`src/hdl/owo_pkg.sv`:
```
// ----------------------------------------------------------------------------
// owo_pkg: shared definitions for the omni wheel odometry block
// Widths, reset values, the CORDIC arctangent table and the command struct
// that the controller hands to the datapath.
// ----------------------------------------------------------------------------
package owo_pkg;

  // Field widths.
  localparam int DeltaW = 16;
  localparam int DistW  = 16;
  localparam int StepW  = 21;
  localparam int PosW   = 32;
  localparam int AngW   = 32;

  // Internal widths.
  localparam int DiffW  = DeltaW + 1;  // d0 - d2, d1 - d3
  localparam int SumW   = DeltaW + 2;  // d0 + d1 + d2 + d3
  localparam int TrigW  = 32;          // CORDIC x, y, z
  localparam int AccW   = 50;          // rotated sum in Q30 counts
  localparam int MulAW  = 36;
  localparam int MulBW  = 21;
  localparam int ProdW  = MulAW + MulBW;

  // Iteration count limits and default.
  localparam int TrigIterationsDef = 16;
  localparam int AtanEntries       = 30;
  localparam int AtanIdxW          = 5;

  // 0.6072529350 in Q1.30.
  localparam logic signed [TrigW-1:0] CordicInvGain = 32'sd652032874;

  // Register reset values.
  localparam logic [DistW-1:0]        DistanceScaleReset = 16'd13107;
  localparam logic signed [StepW-1:0] HeadingStepReset   = -21'sd143166;

  // Register indexes, taken from the word address.
  localparam logic RegDistanceScale = 1'b0;
  localparam logic RegHeadingStep   = 1'b1;

  // Arctangent of 2^-i in units of 2^-32 turn.
  function automatic logic [TrigW-1:0] atan_turn(input logic [AtanIdxW-1:0] idx);
    logic [TrigW-1:0] val;
    case (idx)
      5'd0:  val = 32'h2000_0000;
      5'd1:  val = 32'h12E4_051E;
      5'd2:  val = 32'h09FB_385B;
      5'd3:  val = 32'h0511_11D4;
      5'd4:  val = 32'h028B_0D43;
      5'd5:  val = 32'h0145_D7E1;
      5'd6:  val = 32'h00A2_F61E;
      5'd7:  val = 32'h0051_7C55;
      5'd8:  val = 32'h0028_BE53;
      5'd9:  val = 32'h0014_5F2F;
      5'd10: val = 32'h000A_2F98;
      5'd11: val = 32'h0005_17CC;
      5'd12: val = 32'h0002_8BE6;
      5'd13: val = 32'h0001_45F3;
      5'd14: val = 32'h0000_A2FA;
      5'd15: val = 32'h0000_517D;
      5'd16: val = 32'h0000_28BE;
      5'd17: val = 32'h0000_145F;
      5'd18: val = 32'h0000_0A30;
      5'd19: val = 32'h0000_0518;
      5'd20: val = 32'h0000_028C;
      5'd21: val = 32'h0000_0146;
      5'd22: val = 32'h0000_00A3;
      5'd23: val = 32'h0000_0051;
      5'd24: val = 32'h0000_0029;
      5'd25: val = 32'h0000_0014;
      5'd26: val = 32'h0000_000A;
      5'd27: val = 32'h0000_0005;
      5'd28: val = 32'h0000_0003;
      5'd29: val = 32'h0000_0001;
      default: val = '0;
    endcase
    return val;
  endfunction

  // Operand pair for the shared multiplier.
  typedef enum logic [2:0] {
    MUL_A_COS,
    MUL_B_SIN,
    MUL_A_SIN,
    MUL_B_COS,
    MUL_X_SCALE,
    MUL_Y_SCALE,
    MUL_TURN
  } mul_sel_e;

  // Accumulator operation.
  typedef enum logic [2:0] {
    ACC_HOLD,
    ACC_LOAD,
    ACC_ADD,
    ACC_SUB,
    ACC_ROUND,
    ACC_STEP
  } acc_op_e;

  typedef struct packed {
    logic     load;
    logic     cordic;
    logic     map;
    mul_sel_e mul_sel;
    acc_op_e  x_op;
    acc_op_e  y_op;
    logic     x_sat;
    logic     y_sat;
    logic     hd_upd;
    logic     out_load;
  } dp_cmd_t;

endpackage

```
`src/hdl/omni_wheel_odometry_top.sv`:
```
// ----------------------------------------------------------------------------
// omni_wheel_odometry_top: four wheel omni odometry
// Integrates encoder deltas from four omni wheels into a saturating x/y
// position and a wrapping binary angle heading.
// ----------------------------------------------------------------------------
//
//   Channel  | Handshake             | Payload
//   ---------+-----------------------+-------------------------------------
//   input    | in_valid_i/in_stall_o | wheel0_delta_i .. wheel3_delta_i
//   output   | out_valid_o/out_stall_i | pos_x_o, pos_y_o, heading_o
//   config   | psel/penable/pready   | paddr, pwdata, prdata
//
// An item passes through the CORDIC iterations, one per cycle, the quadrant
// map and the nine steps through the single shared multiplier in that order.
// Reset is asynchronous and active low; it clears the pose to zero and loads
// the register defaults. A new beat is accepted as soon as the previous item
// has reached the output register, even while that result is stalled; the
// next result then waits in the datapath until the output register frees up.
//
module omni_wheel_odometry_top #(
  parameter int TrigIterations = owo_pkg::TrigIterationsDef
) (
  input  logic                                 clk_i,
  input  logic                                 rst_ni,
  // Input channel.
  input  logic                                 in_valid_i,
  output logic                                 in_stall_o,
  input  logic signed [owo_pkg::DeltaW-1:0]    wheel0_delta_i,
  input  logic signed [owo_pkg::DeltaW-1:0]    wheel1_delta_i,
  input  logic signed [owo_pkg::DeltaW-1:0]    wheel2_delta_i,
  input  logic signed [owo_pkg::DeltaW-1:0]    wheel3_delta_i,
  // Output channel.
  output logic                                 out_valid_o,
  input  logic                                 out_stall_i,
  output logic signed [owo_pkg::PosW-1:0]      pos_x_o,
  output logic signed [owo_pkg::PosW-1:0]      pos_y_o,
  output logic [owo_pkg::AngW-1:0]             heading_o,
  // Configuration port.
  input  logic                                 psel,
  input  logic                                 penable,
  input  logic                                 pwrite,
  input  logic [2:0]                           paddr,
  input  logic [31:0]                          pwdata,
  output logic [31:0]                          prdata,
  output logic                                 pready
);

  localparam int IterW = $clog2(TrigIterations);

  owo_pkg::dp_cmd_t                 cmd;
  logic [IterW-1:0]                 iter;
  logic [owo_pkg::DistW-1:0]        distance_scale;
  logic signed [owo_pkg::StepW-1:0] heading_step;

  // Register file. The user must let writes land only while the block is idle;
  // the block does not enforce this, and the datapath reads the registers directly.
  owo_regs u_regs (
    .clk_i            (clk_i),
    .rst_ni           (rst_ni),
    .psel             (psel),
    .penable          (penable),
    .pwrite           (pwrite),
    .paddr            (paddr),
    .pwdata           (pwdata),
    .prdata           (prdata),
    .pready           (pready),
    .distance_scale_o (distance_scale),
    .heading_step_o   (heading_step)
  );

  // The controller sequences the load, the CORDIC iterations, the quadrant
  // map and the multiply schedule, then hands the pose to the output register.
  owo_ctrl #(
    .TrigIterations (TrigIterations)
  ) u_ctrl (
    .clk_i       (clk_i),
    .rst_ni      (rst_ni),
    .in_valid_i  (in_valid_i),
    .in_stall_o  (in_stall_o),
    .out_valid_o (out_valid_o),
    .out_stall_i (out_stall_i),
    .cmd_o       (cmd),
    .iter_o      (iter)
  );

  // The datapath rotates the wheel differences by the heading from before the
  // item, so the heading update is scheduled after the rotation products.
  owo_dp #(
    .TrigIterations (TrigIterations)
  ) u_dp (
    .clk_i            (clk_i),
    .rst_ni           (rst_ni),
    .cmd_i            (cmd),
    .iter_i           (iter),
    .wheel0_delta_i   (wheel0_delta_i),
    .wheel1_delta_i   (wheel1_delta_i),
    .wheel2_delta_i   (wheel2_delta_i),
    .wheel3_delta_i   (wheel3_delta_i),
    .distance_scale_i (distance_scale),
    .heading_step_i   (heading_step),
    .pos_x_o          (pos_x_o),
    .pos_y_o          (pos_y_o),
    .heading_o        (heading_o)
  );

`ifndef SYNTHESIS
  // An accepted beat makes the block busy on the next cycle.
  a_busy_after_accept: assert property (
    @(posedge clk_i) disable iff (!rst_ni)
    in_valid_i && !in_stall_o |=> in_stall_o
  ) else $error("block not busy after an input beat");

  // A fresh result only appears after the block has been working on an item.
  a_result_after_work: assert property (
    @(posedge clk_i) disable iff (!rst_ni)
    $rose(out_valid_o) |-> $past(in_stall_o)
  ) else $error("result raised without a preceding item");

  // Handing over a result returns the controller to idle at the same edge.
  a_idle_on_result: assert property (
    @(posedge clk_i) disable iff (!rst_ni)
    $rose(out_valid_o) |-> !in_stall_o
  ) else $error("controller still busy after handing over a result");
`endif

endmodule

```
`src/hdl/owo_regs.sv`:
```
// ----------------------------------------------------------------------------
// owo_regs: configuration registers
// APB-style register file holding the distance scale and the heading step.
// ----------------------------------------------------------------------------
module owo_regs (
  input  logic                                     clk_i,
  input  logic                                     rst_ni,
  input  logic                                     psel,
  input  logic                                     penable,
  input  logic                                     pwrite,
  input  logic [2:0]                               paddr,
  input  logic [31:0]                              pwdata,
  output logic [31:0]                              prdata,
  output logic                                     pready,
  output logic [owo_pkg::DistW-1:0]                distance_scale_o,
  output logic signed [owo_pkg::StepW-1:0]         heading_step_o
);

  logic [owo_pkg::DistW-1:0]        distance_scale_q;
  logic signed [owo_pkg::StepW-1:0] heading_step_q;
  logic                             wr_en;

  assign pready = 1'b1;
  assign wr_en  = psel && penable && pwrite;

  always_ff @(posedge clk_i or negedge rst_ni) begin
    if (!rst_ni) begin
      distance_scale_q <= owo_pkg::DistanceScaleReset;
      heading_step_q   <= owo_pkg::HeadingStepReset;
    end else if (wr_en) begin
      case (paddr[2])
        owo_pkg::RegDistanceScale: distance_scale_q <= pwdata[owo_pkg::DistW-1:0];
        owo_pkg::RegHeadingStep:   heading_step_q   <= pwdata[owo_pkg::StepW-1:0];
        default: ;
      endcase
    end
  end

  always_comb begin
    case (paddr[2])
      owo_pkg::RegDistanceScale: prdata = {{(32 - owo_pkg::DistW){1'b0}}, distance_scale_q};
      owo_pkg::RegHeadingStep:
        prdata = {{(32 - owo_pkg::StepW){heading_step_q[owo_pkg::StepW-1]}}, heading_step_q};
      default: prdata = '0;
    endcase
  end

  assign distance_scale_o = distance_scale_q;
  assign heading_step_o   = heading_step_q;

endmodule

```
`src/hdl/owo_ctrl.sv`:
```
// ----------------------------------------------------------------------------
// owo_ctrl: sequencer for the odometry datapath
// Steps the CORDIC iterations, the quadrant map, then the multiply and accumulate schedule,
// and owns the output valid flag.
// ----------------------------------------------------------------------------
module owo_ctrl #(
  parameter int TrigIterations = owo_pkg::TrigIterationsDef,
  localparam int IterW = $clog2(TrigIterations)
) (
  input  logic             clk_i,
  input  logic             rst_ni,
  input  logic             in_valid_i,
  output logic             in_stall_o,
  output logic             out_valid_o,
  input  logic             out_stall_i,
  output owo_pkg::dp_cmd_t cmd_o,
  output logic [IterW-1:0] iter_o
);

  typedef enum logic [2:0] {
    ST_IDLE,
    ST_CORDIC,
    ST_MAP,
    ST_MATH,
    ST_DONE
  } state_e;

  localparam logic [IterW-1:0] IterLast = IterW'(TrigIterations - 1);
  localparam logic [3:0]       SeqLast  = 4'd8;

  state_e           state_q;
  logic [IterW-1:0] iter_q;
  logic [3:0]       seq_q;
  logic             out_valid_q;

  // Command decode. The multiply and accumulate schedule keeps one product
  // in flight: the product issued in one step is consumed in the next.
  always_comb begin
    cmd_o          = '0;
    cmd_o.mul_sel  = owo_pkg::MUL_A_COS;
    cmd_o.x_op     = owo_pkg::ACC_HOLD;
    cmd_o.y_op     = owo_pkg::ACC_HOLD;
    case (state_q)
      ST_IDLE:   cmd_o.load   = in_valid_i;
      ST_CORDIC: cmd_o.cordic = 1'b1;
      ST_MAP:    cmd_o.map    = 1'b1;
      ST_MATH: begin
        case (seq_q)
          4'd0: cmd_o.mul_sel = owo_pkg::MUL_A_COS;
          4'd1: begin
            cmd_o.mul_sel = owo_pkg::MUL_B_SIN;
            cmd_o.x_op    = owo_pkg::ACC_LOAD;
          end
          4'd2: begin
            cmd_o.mul_sel = owo_pkg::MUL_A_SIN;
            cmd_o.x_op    = owo_pkg::ACC_SUB;
          end
          4'd3: begin
            cmd_o.mul_sel = owo_pkg::MUL_B_COS;
            cmd_o.y_op    = owo_pkg::ACC_LOAD;
            cmd_o.x_op    = owo_pkg::ACC_ROUND;
          end
          4'd4: begin
            cmd_o.mul_sel = owo_pkg::MUL_X_SCALE;
            cmd_o.y_op    = owo_pkg::ACC_ADD;
          end
          4'd5: begin
            cmd_o.mul_sel = owo_pkg::MUL_TURN;
            cmd_o.y_op    = owo_pkg::ACC_ROUND;
            cmd_o.x_op    = owo_pkg::ACC_STEP;
          end
          4'd6: begin
            cmd_o.mul_sel = owo_pkg::MUL_Y_SCALE;
            cmd_o.x_sat   = 1'b1;
            cmd_o.hd_upd  = 1'b1;
          end
          4'd7: cmd_o.y_op  = owo_pkg::ACC_STEP;
          4'd8: cmd_o.y_sat = 1'b1;
          default: ;
        endcase
      end
      ST_DONE: cmd_o.out_load = !out_valid_q || !out_stall_i;
      default: ;
    endcase
  end

  always_ff @(posedge clk_i or negedge rst_ni) begin
    if (!rst_ni) begin
      state_q     <= ST_IDLE;
      iter_q      <= '0;
      seq_q       <= '0;
      out_valid_q <= 1'b0;
    end else begin
      // In ST_DONE a departing result is replaced at the same edge.
      if (out_valid_q && !out_stall_i && state_q != ST_DONE) begin
        out_valid_q <= 1'b0;
      end
      case (state_q)
        ST_IDLE: begin
          if (in_valid_i) begin
            iter_q  <= '0;
            state_q <= ST_CORDIC;
          end
        end
        ST_CORDIC: begin
          if (iter_q == IterLast) begin
            state_q <= ST_MAP;
          end else begin
            iter_q <= iter_q + 1'b1;
          end
        end
        ST_MAP: begin
          seq_q   <= '0;
          state_q <= ST_MATH;
        end
        ST_MATH: begin
          if (seq_q == SeqLast) begin
            state_q <= ST_DONE;
          end else begin
            seq_q <= seq_q + 1'b1;
          end
        end
        ST_DONE: begin
          if (!out_valid_q || !out_stall_i) begin
            out_valid_q <= 1'b1;
            state_q     <= ST_IDLE;
          end
        end
        default: state_q <= ST_IDLE;
      endcase
    end
  end

  assign in_stall_o  = (state_q != ST_IDLE);
  assign out_valid_o = out_valid_q;
  assign iter_o      = iter_q;

endmodule

```
`src/hdl/owo_dp.sv`:
```
// ----------------------------------------------------------------------------
// owo_dp: odometry datapath
// CORDIC sine and cosine, one shared multiplier with two accumulators,
// saturating position registers, the heading register and the result register.
// ----------------------------------------------------------------------------
module owo_dp #(
  parameter int TrigIterations = owo_pkg::TrigIterationsDef,
  localparam int IterW = $clog2(TrigIterations)
) (
  input  logic                                 clk_i,
  input  logic                                 rst_ni,
  input  owo_pkg::dp_cmd_t                     cmd_i,
  input  logic [IterW-1:0]                     iter_i,
  input  logic signed [owo_pkg::DeltaW-1:0]    wheel0_delta_i,
  input  logic signed [owo_pkg::DeltaW-1:0]    wheel1_delta_i,
  input  logic signed [owo_pkg::DeltaW-1:0]    wheel2_delta_i,
  input  logic signed [owo_pkg::DeltaW-1:0]    wheel3_delta_i,
  input  logic [owo_pkg::DistW-1:0]            distance_scale_i,
  input  logic signed [owo_pkg::StepW-1:0]     heading_step_i,
  output logic signed [owo_pkg::PosW-1:0]      pos_x_o,
  output logic signed [owo_pkg::PosW-1:0]      pos_y_o,
  output logic [owo_pkg::AngW-1:0]             heading_o
);

  localparam int AccW  = owo_pkg::AccW;
  localparam int ProdW = owo_pkg::ProdW;
  localparam int TrigW = owo_pkg::TrigW;
  localparam int PosW  = owo_pkg::PosW;
  localparam int SatW  = PosW + 2;

  localparam logic signed [AccW-1:0]  RoundQ16  = AccW'(64'sd8192);
  localparam logic signed [ProdW-1:0] RoundStep = ProdW'(64'sd8388608);
  localparam logic [owo_pkg::AngW-1:0] EighthTurn = 32'h2000_0000;

  // Item operands.
  logic signed [owo_pkg::DiffW-1:0] a_q, b_q;
  logic signed [owo_pkg::SumW-1:0]  sum_q;

  // CORDIC state; after the map step cx_q holds cos and cy_q holds sin.
  logic signed [TrigW-1:0] cx_q, cy_q, cz_q;
  logic [1:0]              quad_q;

  logic signed [AccW-1:0]  acc_x_q, acc_y_q;
  logic signed [ProdW-1:0] prod_q;

  logic signed [PosW-1:0]          px_q, py_q;
  logic [owo_pkg::AngW-1:0]        hd_q;
  logic signed [PosW-1:0]          ox_q, oy_q;
  logic [owo_pkg::AngW-1:0]        oh_q;

  // Load decode.
  logic signed [owo_pkg::DiffW-1:0] a_d, b_d;
  logic signed [owo_pkg::SumW-1:0]  sum_d;
  logic [owo_pkg::AngW-1:0]         hd_biased;
  logic [1:0]                       quad_d;
  logic [owo_pkg::AngW-1:0]         resid_d;

  assign a_d = owo_pkg::DiffW'(wheel0_delta_i) - owo_pkg::DiffW'(wheel2_delta_i);
  assign b_d = owo_pkg::DiffW'(wheel1_delta_i) - owo_pkg::DiffW'(wheel3_delta_i);
  assign sum_d = owo_pkg::SumW'(wheel0_delta_i) + owo_pkg::SumW'(wheel1_delta_i)
               + owo_pkg::SumW'(wheel2_delta_i) + owo_pkg::SumW'(wheel3_delta_i);
  assign hd_biased = hd_q + EighthTurn;
  assign quad_d    = hd_biased[owo_pkg::AngW-1 -: 2];
  assign resid_d   = hd_q - {quad_d, {(owo_pkg::AngW - 2){1'b0}}};

  // One CORDIC rotation; the sign of the residual angle picks the direction.
  logic signed [TrigW-1:0] x_sh, y_sh;
  logic [TrigW-1:0]        atan_val;

  assign x_sh     = cx_q >>> iter_i;
  assign y_sh     = cy_q >>> iter_i;
  assign atan_val = owo_pkg::atan_turn(owo_pkg::AtanIdxW'(iter_i));

  // Shared multiplier operands.
  logic signed [owo_pkg::MulAW-1:0] mul_a;
  logic signed [owo_pkg::MulBW-1:0] mul_b;
  logic signed [ProdW-1:0]          mul_a_ext, mul_b_ext, prod_d;

  always_comb begin
    case (cmd_i.mul_sel)
      owo_pkg::MUL_A_COS: begin
        mul_a = owo_pkg::MulAW'(cx_q);
        mul_b = owo_pkg::MulBW'(a_q);
      end
      owo_pkg::MUL_B_SIN: begin
        mul_a = owo_pkg::MulAW'(cy_q);
        mul_b = owo_pkg::MulBW'(b_q);
      end
      owo_pkg::MUL_A_SIN: begin
        mul_a = owo_pkg::MulAW'(cy_q);
        mul_b = owo_pkg::MulBW'(a_q);
      end
      owo_pkg::MUL_B_COS: begin
        mul_a = owo_pkg::MulAW'(cx_q);
        mul_b = owo_pkg::MulBW'(b_q);
      end
      owo_pkg::MUL_X_SCALE: begin
        mul_a = acc_x_q[owo_pkg::MulAW-1:0];
        mul_b = $signed({{(owo_pkg::MulBW - owo_pkg::DistW){1'b0}}, distance_scale_i});
      end
      owo_pkg::MUL_Y_SCALE: begin
        mul_a = acc_y_q[owo_pkg::MulAW-1:0];
        mul_b = $signed({{(owo_pkg::MulBW - owo_pkg::DistW){1'b0}}, distance_scale_i});
      end
      owo_pkg::MUL_TURN: begin
        mul_a = owo_pkg::MulAW'(sum_q);
        mul_b = heading_step_i;
      end
      default: begin
        mul_a = '0;
        mul_b = '0;
      end
    endcase
  end

  assign mul_a_ext = ProdW'(mul_a);
  assign mul_b_ext = ProdW'(mul_b);
  assign prod_d    = mul_a_ext * mul_b_ext;

  // Accumulator update shared by both axes.
  logic signed [AccW-1:0]  prod_acc;
  logic signed [ProdW-1:0] prod_round;
  logic signed [AccW-1:0]  step_val;

  assign prod_acc   = prod_q[AccW-1:0];
  assign prod_round = (prod_q + RoundStep) >>> 24;
  assign step_val   = prod_round[AccW-1:0];

  function automatic logic signed [AccW-1:0] acc_next(
    input owo_pkg::acc_op_e  op,
    input logic signed [AccW-1:0] acc,
    input logic signed [AccW-1:0] prod,
    input logic signed [AccW-1:0] step
  );
    logic signed [AccW-1:0] res;
    case (op)
      owo_pkg::ACC_LOAD:  res = prod;
      owo_pkg::ACC_ADD:   res = acc + prod;
      owo_pkg::ACC_SUB:   res = acc - prod;
      owo_pkg::ACC_ROUND: res = (acc + RoundQ16) >>> 14;
      owo_pkg::ACC_STEP:  res = step;
      default:            res = acc;
    endcase
    return res;
  endfunction

  // Saturating position add.
  function automatic logic signed [PosW-1:0] sat_add(
    input logic signed [PosW-1:0] base,
    input logic signed [AccW-1:0] step
  );
    logic signed [SatW-1:0] sum;
    logic signed [PosW-1:0] res;
    sum = SatW'(base) + step[SatW-1:0];
    if (sum[SatW-1:PosW-1] == '0 || sum[SatW-1:PosW-1] == '1) begin
      res = sum[PosW-1:0];
    end else if (sum[SatW-1]) begin
      res = {1'b1, {(PosW - 1){1'b0}}};
    end else begin
      res = {1'b0, {(PosW - 1){1'b1}}};
    end
    return res;
  endfunction

  // Working registers, no reset needed.
  always_ff @(posedge clk_i) begin
    prod_q  <= prod_d;
    acc_x_q <= acc_next(cmd_i.x_op, acc_x_q, prod_acc, step_val);
    acc_y_q <= acc_next(cmd_i.y_op, acc_y_q, prod_acc, step_val);
    if (cmd_i.load) begin
      a_q    <= a_d;
      b_q    <= b_d;
      sum_q  <= sum_d;
      quad_q <= quad_d;
      cx_q   <= owo_pkg::CordicInvGain;
      cy_q   <= '0;
      cz_q   <= $signed(resid_d);
    end else if (cmd_i.cordic) begin
      if (!cz_q[TrigW-1]) begin
        cx_q <= cx_q - y_sh;
        cy_q <= cy_q + x_sh;
        cz_q <= cz_q - $signed(atan_val);
      end else begin
        cx_q <= cx_q + y_sh;
        cy_q <= cy_q - x_sh;
        cz_q <= cz_q + $signed(atan_val);
      end
    end else if (cmd_i.map) begin
      case (quad_q)
        2'd0: begin cx_q <= cx_q;  cy_q <= cy_q;  end
        2'd1: begin cx_q <= -cy_q; cy_q <= cx_q;  end
        2'd2: begin cx_q <= -cx_q; cy_q <= -cy_q; end
        default: begin cx_q <= cy_q; cy_q <= -cx_q; end
      endcase
    end
    if (cmd_i.out_load) begin
      ox_q <= px_q;
      oy_q <= py_q;
      oh_q <= hd_q;
    end
  end

  // Pose state, cleared by reset.
  always_ff @(posedge clk_i or negedge rst_ni) begin
    if (!rst_ni) begin
      px_q <= '0;
      py_q <= '0;
      hd_q <= '0;
    end else begin
      if (cmd_i.x_sat) begin
        px_q <= sat_add(px_q, acc_x_q);
      end
      if (cmd_i.y_sat) begin
        py_q <= sat_add(py_q, acc_y_q);
      end
      if (cmd_i.hd_upd) begin
        hd_q <= hd_q + prod_q[owo_pkg::AngW-1:0];
      end
    end
  end

  assign pos_x_o   = ox_q;
  assign pos_y_o   = oy_q;
  assign heading_o = oh_q;

endmodule

```
`config.mk`:
```
export PLATFORM = sky130hd
export DESIGN_NAME = omni_wheel_odometry_top
export DESIGN_NICKNAME = d
export VERILOG_FILES = /design/src/hdl/owo_pkg.sv /design/src/hdl/omni_wheel_odometry_top.sv /design/src/hdl/owo_regs.sv /design/src/hdl/owo_ctrl.sv /design/src/hdl/owo_dp.sv
export SDC_FILE = /design/constraint.sdc
export NUM_CORES = 2
export LEC_CHECK = 0
export BUFFER_PORTS_ARGS = -buffer_cell sky130_fd_sc_hd__buf_2
export CAP_MARGIN = 20
export CELL_PAD_IN_SITES_DETAIL_PLACEMENT = 0
export CELL_PAD_IN_SITES_GLOBAL_PLACEMENT = 1
export CORE_MARGIN = 4
export CORE_UTILIZATION = 40
export CTS_CLUSTER_DIAMETER = 50
export DETAILED_ROUTE_END_ITERATION = 7
export HOLD_SLACK_MARGIN = 0.02
export PLACE_DENSITY_LB_ADDON = 0.08
export SLEW_MARGIN = 10
export SYNTH_ARGS = -nofsm -noshare
export SYNTH_HDL_FRONTEND = slang
export SYNTH_HIERARCHICAL = 1
export SYNTH_SLANG_ARGS = --single-unit
```
`constraint.sdc`:
```
create_clock -name clk_i -period 11.9 [get_ports clk_i]
set_input_delay 1.19 -clock clk_i [delete_from_list [all_inputs] [get_ports clk_i]]
set_output_delay 1.19 -clock clk_i [all_outputs]
set_load 0.1 [all_outputs]
```
==> out/results.tsv <==
stage	metric	value	unit
run	Max-cap violations	0	
cts	clock sinks	548	
sta	Slew Viols, Final	0	
floorplanning	number of core rows	161	
detailed_routing	WL per Instance	25.00	um
sta	Final min period	10940	ps
synthesis	Yosys cell types	104	
cells_and_area	final cell count without fillers	11740	
synthesis	synthesized flop and latch total	548	
cells_and_area	share of layout cells above drive strength 1	9.569	%
detailed_routing	DRC	0	
floorplanning	full die area	0.2009	mm2
sta	Slew @ Worst Pin	1213	ps
critical_path	Critical Path Max Stage Delay	670	ps
cts	Num CTS Buffers	104	
cts	Clock transition at path regs	60	ps
cts	Worst-Skew Late Latency	790	ps
detailed_routing	Post-DRT Antenna Nets	0	
worst_hold_path	Hold Path Class	in2async	
sta	Highest Clock Rate	0.09139	GHz
detailed_routing	WL final	293.4	mm
run_status	status	complete, no violations	
sta	Slew Limit Headroom	18.49	%
global_route	initial antenna violation count	17	
detailed_routing	vias per inst	5.724	
cts	H-tree Lvls	3	
global_route	GR Overflow Total	0	
critical_path	cell with the largest stage delay on the worst path	buf_4	
synthesis	Syn Area/Cell	8.522	um2
synthesis	Synth Instances	9096	
synthesis	Net Count, Synth	10490	
sta	final setup fails	0	
placed_design	IO buf count	222	
placed_design	placed insts	11530	
critical_path	WS Path Type	reg2reg	
cts	Post CTS Setup Buffer Count	0	
global_route	largest net degree at the start of global routing	183	
synthesis	Yosys warnings	6	
placed_design	GP Congestion	0.9362	
cells_and_area	Layout Nets	10510	
detailed_routing	1st-pass router iterations	6	
cells_and_area	Util after Layout	44.26	%
placed_design	Post-DP HPWL	229.7	mm
synthesis	number of enable flip-flop cells after synthesis	282	
floorplanning	Core Footprint	0.1926	mm2
floorplanning	boundary pin count	237	
cts	CTS tree	built	
sta	Final Hold Vio Count	0	
sta	RSZ-0062 raised after global routing	false	
critical_path	CP Data Arrival Time	11570	ps
synthesis	Syn Std Cell Area	0.07751	mm2
placed_design	worst slack, placed	1055	ps
detailed_routing	Detailed Route Iter0 Violations	6184	
critical_path	Crit. End Element	flop	
critical_path	critical path required time	12530	ps
cts	PostCTS Resize Cnt	0	
critical_path	cell mode on critical path	inv_1	
critical_path	startpoint types	flop	
sta	slack of the critical path	958.4	ps
critical_path	Max FO, Critical Path	36	
synthesis	sequential share of the synthesized area	18.76	%
cts	hold buffers post-CTS	0	
detailed_routing	number of vias in the routed layout	67180	
cts	CTS root buf	clkbuf_16	
synthesis	fraction of registers with async set/reset	26.46	%
global_route	first-pass GRT wire length	439.2	mm
sta	Final Cycle Share	91.95	%
sta	Fin Setup TNS	0	ps
floorplanning	Die Wd	448.2	um
floorplanning	Die Y	448.2	um
sta	Final Skew	74.93	ps
floorplanning	initial core utilization	40.25	%
synthesis	ys flop type	edfxtp_1	
global_route	GRT Util Overall	29.14	%
cells_and_area	P&R area growth vs syn	9.960	%
global_route	number of global-route vias before repair	67240	
cts	clk buf depth	3	
==> worst paths after layout <==
path                                                    start                                endpoint  slack, ps  depth (start not counted)
max in group asynchronous                              rst_ni  u_regs/distance_scale_o[6]$_DFFE_PN0P_       9860                          2
worst max register to register  u_ctrl/state_q[0]$_DFFE_PN0P_                 u_dp/prod_q[44]$_DFF_P_        960                         35
min in group clk_i                  u_dp/px_q[21]$_DFFE_PN0P_              u_dp/pos_x_o[21]$_DFFE_PP_        490                          0
worst min-delay path                                   rst_ni               u_dp/py_q[19]$_DFFE_PN0P_        490                          1
worst min register to register      u_dp/px_q[21]$_DFFE_PN0P_              u_dp/pos_x_o[21]$_DFFE_PP_        490                          0
worst max-delay path            u_ctrl/state_q[0]$_DFFE_PN0P_                 u_dp/prod_q[44]$_DFF_P_        960                         35
==> per-stage QoR <==
step	area, um2	hold slack (ps)
after detailed placement	81400	475.8
after global routing	85230	499.3
final	85230	490.0
after floorplan	77510	446.7
after CTS	85160	490.9
after global placement	81360	475.3
==> logic make-up after synthesis <==
kind of cell	Yosys count	share of synthesized area (%)
AO/OA/AOI/OAI	1936	16.05
XOR/XNOR	652	7.377
adder cells (fa/ha/maj)	1291	28.46
buffers and inverters	1711	8.492
flip-flops	548	18.76
multiplexers	345	5.795
other	1	0.004838
AND/OR/NAND/NOR	2612	15.05
==> cell usage after synthesis, types with 24 or more instances <==
cell | count | area, um2
nand3_1 | 136 | 680.7
a221oi_1 | 47 | 411.6
or2_2 | 25 | 156.4
a311oi_1 | 34 | 297.8
mux2_2 | 94 | 1059
ha_1 | 504 | 6306
mux2i_1 | 151 | 1511
o221ai_1 | 24 | 210.2
a31oi_1 | 56 | 350.3
mux4_2 | 63 | 1419
a21oi_1 | 560 | 2803
and2_1 | 64 | 400.4
nand4_1 | 55 | 344.1
fa_1 | 787 | 15760
buf_2 | 32 | 160.2
nand2_1 | 972 | 3649
nor2_1 | 838 | 3146
a21boi_0 | 30 | 225.2
dfxtp_1 | 121 | 2422
xor2_1 | 217 | 1901
o21a_1 | 76 | 570.6
o211ai_1 | 36 | 270.3
o21bai_1 | 41 | 307.8
xnor2_1 | 434 | 3801
buf_1 | 38 | 142.6
a21o_1 | 168 | 1261
clkbuf_1 | 382 | 1434
o31ai_1 | 30 | 225.2
nor2b_1 | 66 | 412.9
edfxtp_1 | 282 | 8468
nand2b_1 | 69 | 431.7
or3_1 | 43 | 269.0
inv_1 | 1221 | 4583
o22ai_1 | 94 | 588.1
nor3_1 | 167 | 835.8
and3_1 | 61 | 381.6
a211oi_1 | 148 | 1111
o21ai_0 | 371 | 1857
dfrtp_1 | 127 | 3178
a211o_1 | 24 | 210.2
==> layer usage <==
| layer | vias up | routed length [um] | global-route usage [%] |
|---|---|---|---|
| li1 | 30790 | - | - |
| met1 | 33700 | 126500 | 39.45 |
| met2 | 2259 | 136600 | 47.88 |
| met3 | 425 | 18300 | 3.730 |
| met4 | 2 | 11970 | 10.55 |
| met5 | - | 10 | 0 |
==> worst max-delay path, delay by kind of cell (launching register included) <==
| kind | cells | cell delay [ps] |
|---|---|---|
| xor gates and xnor gates | 1 | 150 |
| buffers and inverters | 9 | 1100 |
| AOI/OAI and AO/OA | 8 | 2820 |
| DFF | 1 | 600 |
| adders and majority gates | 8 | 3890 |
| muxes | 1 | 420 |
| and+or+nand+nor | 8 | 1810 |
==> sequential cells by signal, indices dropped and copies added, names as in the netlist, 18 cells and up <==
signal / flops
u_dp/py_q: 32
u_regs/heading_step_o: 21
u_dp/px_q: 32
u_dp/cy_q: 32
u_dp/acc_x_q: 50
u_dp/prod_q: 57
u_dp/heading_o: 32
u_dp/cz_q: 32
u_dp/sum_q: 18
u_dp/acc_y_q: 50
u_dp/pos_y_o: 32
u_dp/pos_x_o: 32
u_dp/hd_q: 32
u_dp/cx_q: 32
==> layout by cell type (no fill, tap or decap), types with 65 or more instances in the layout <==
master     count
mux2i_1      151
nand3_1      136
xnor2_1      433
a21oi_1      550
xor2_1       217
clkbuf_16    113
nand2_1      972
o22ai_1       94
fa_1         787
o21a_1        74
nor3_1       167
inv_1       1220
o21ai_0      354
buf_2        222
ha_1         501
mux2_2        94
edfxtp_1     282
nor2_1       835
dfxtp_1      121
a211oi_1     148
nor2b_1       65
nand2b_1      68
a21o_1       168
buf_4        164
dfrtp_1      123
==> layout make-up <==
class / instances / area (um2)
Antenna cell: 4 / 10.01
Clock buffer: 130 / 2992
Fill cell: 19230 / 107300
Inverter: 1232 / 4624
Clock inverter: 67 / 774.5
Timing Repair Buffer: 393 / 2466
Sequential cell: 548 / 14560
Multi-Input combinational cell: 6837 / 56650
Tap cell: 2526 / 3161
Power is not shown: default switching activity piles up to over one toggle a cycle in this logic, so the estimate is an artifact.
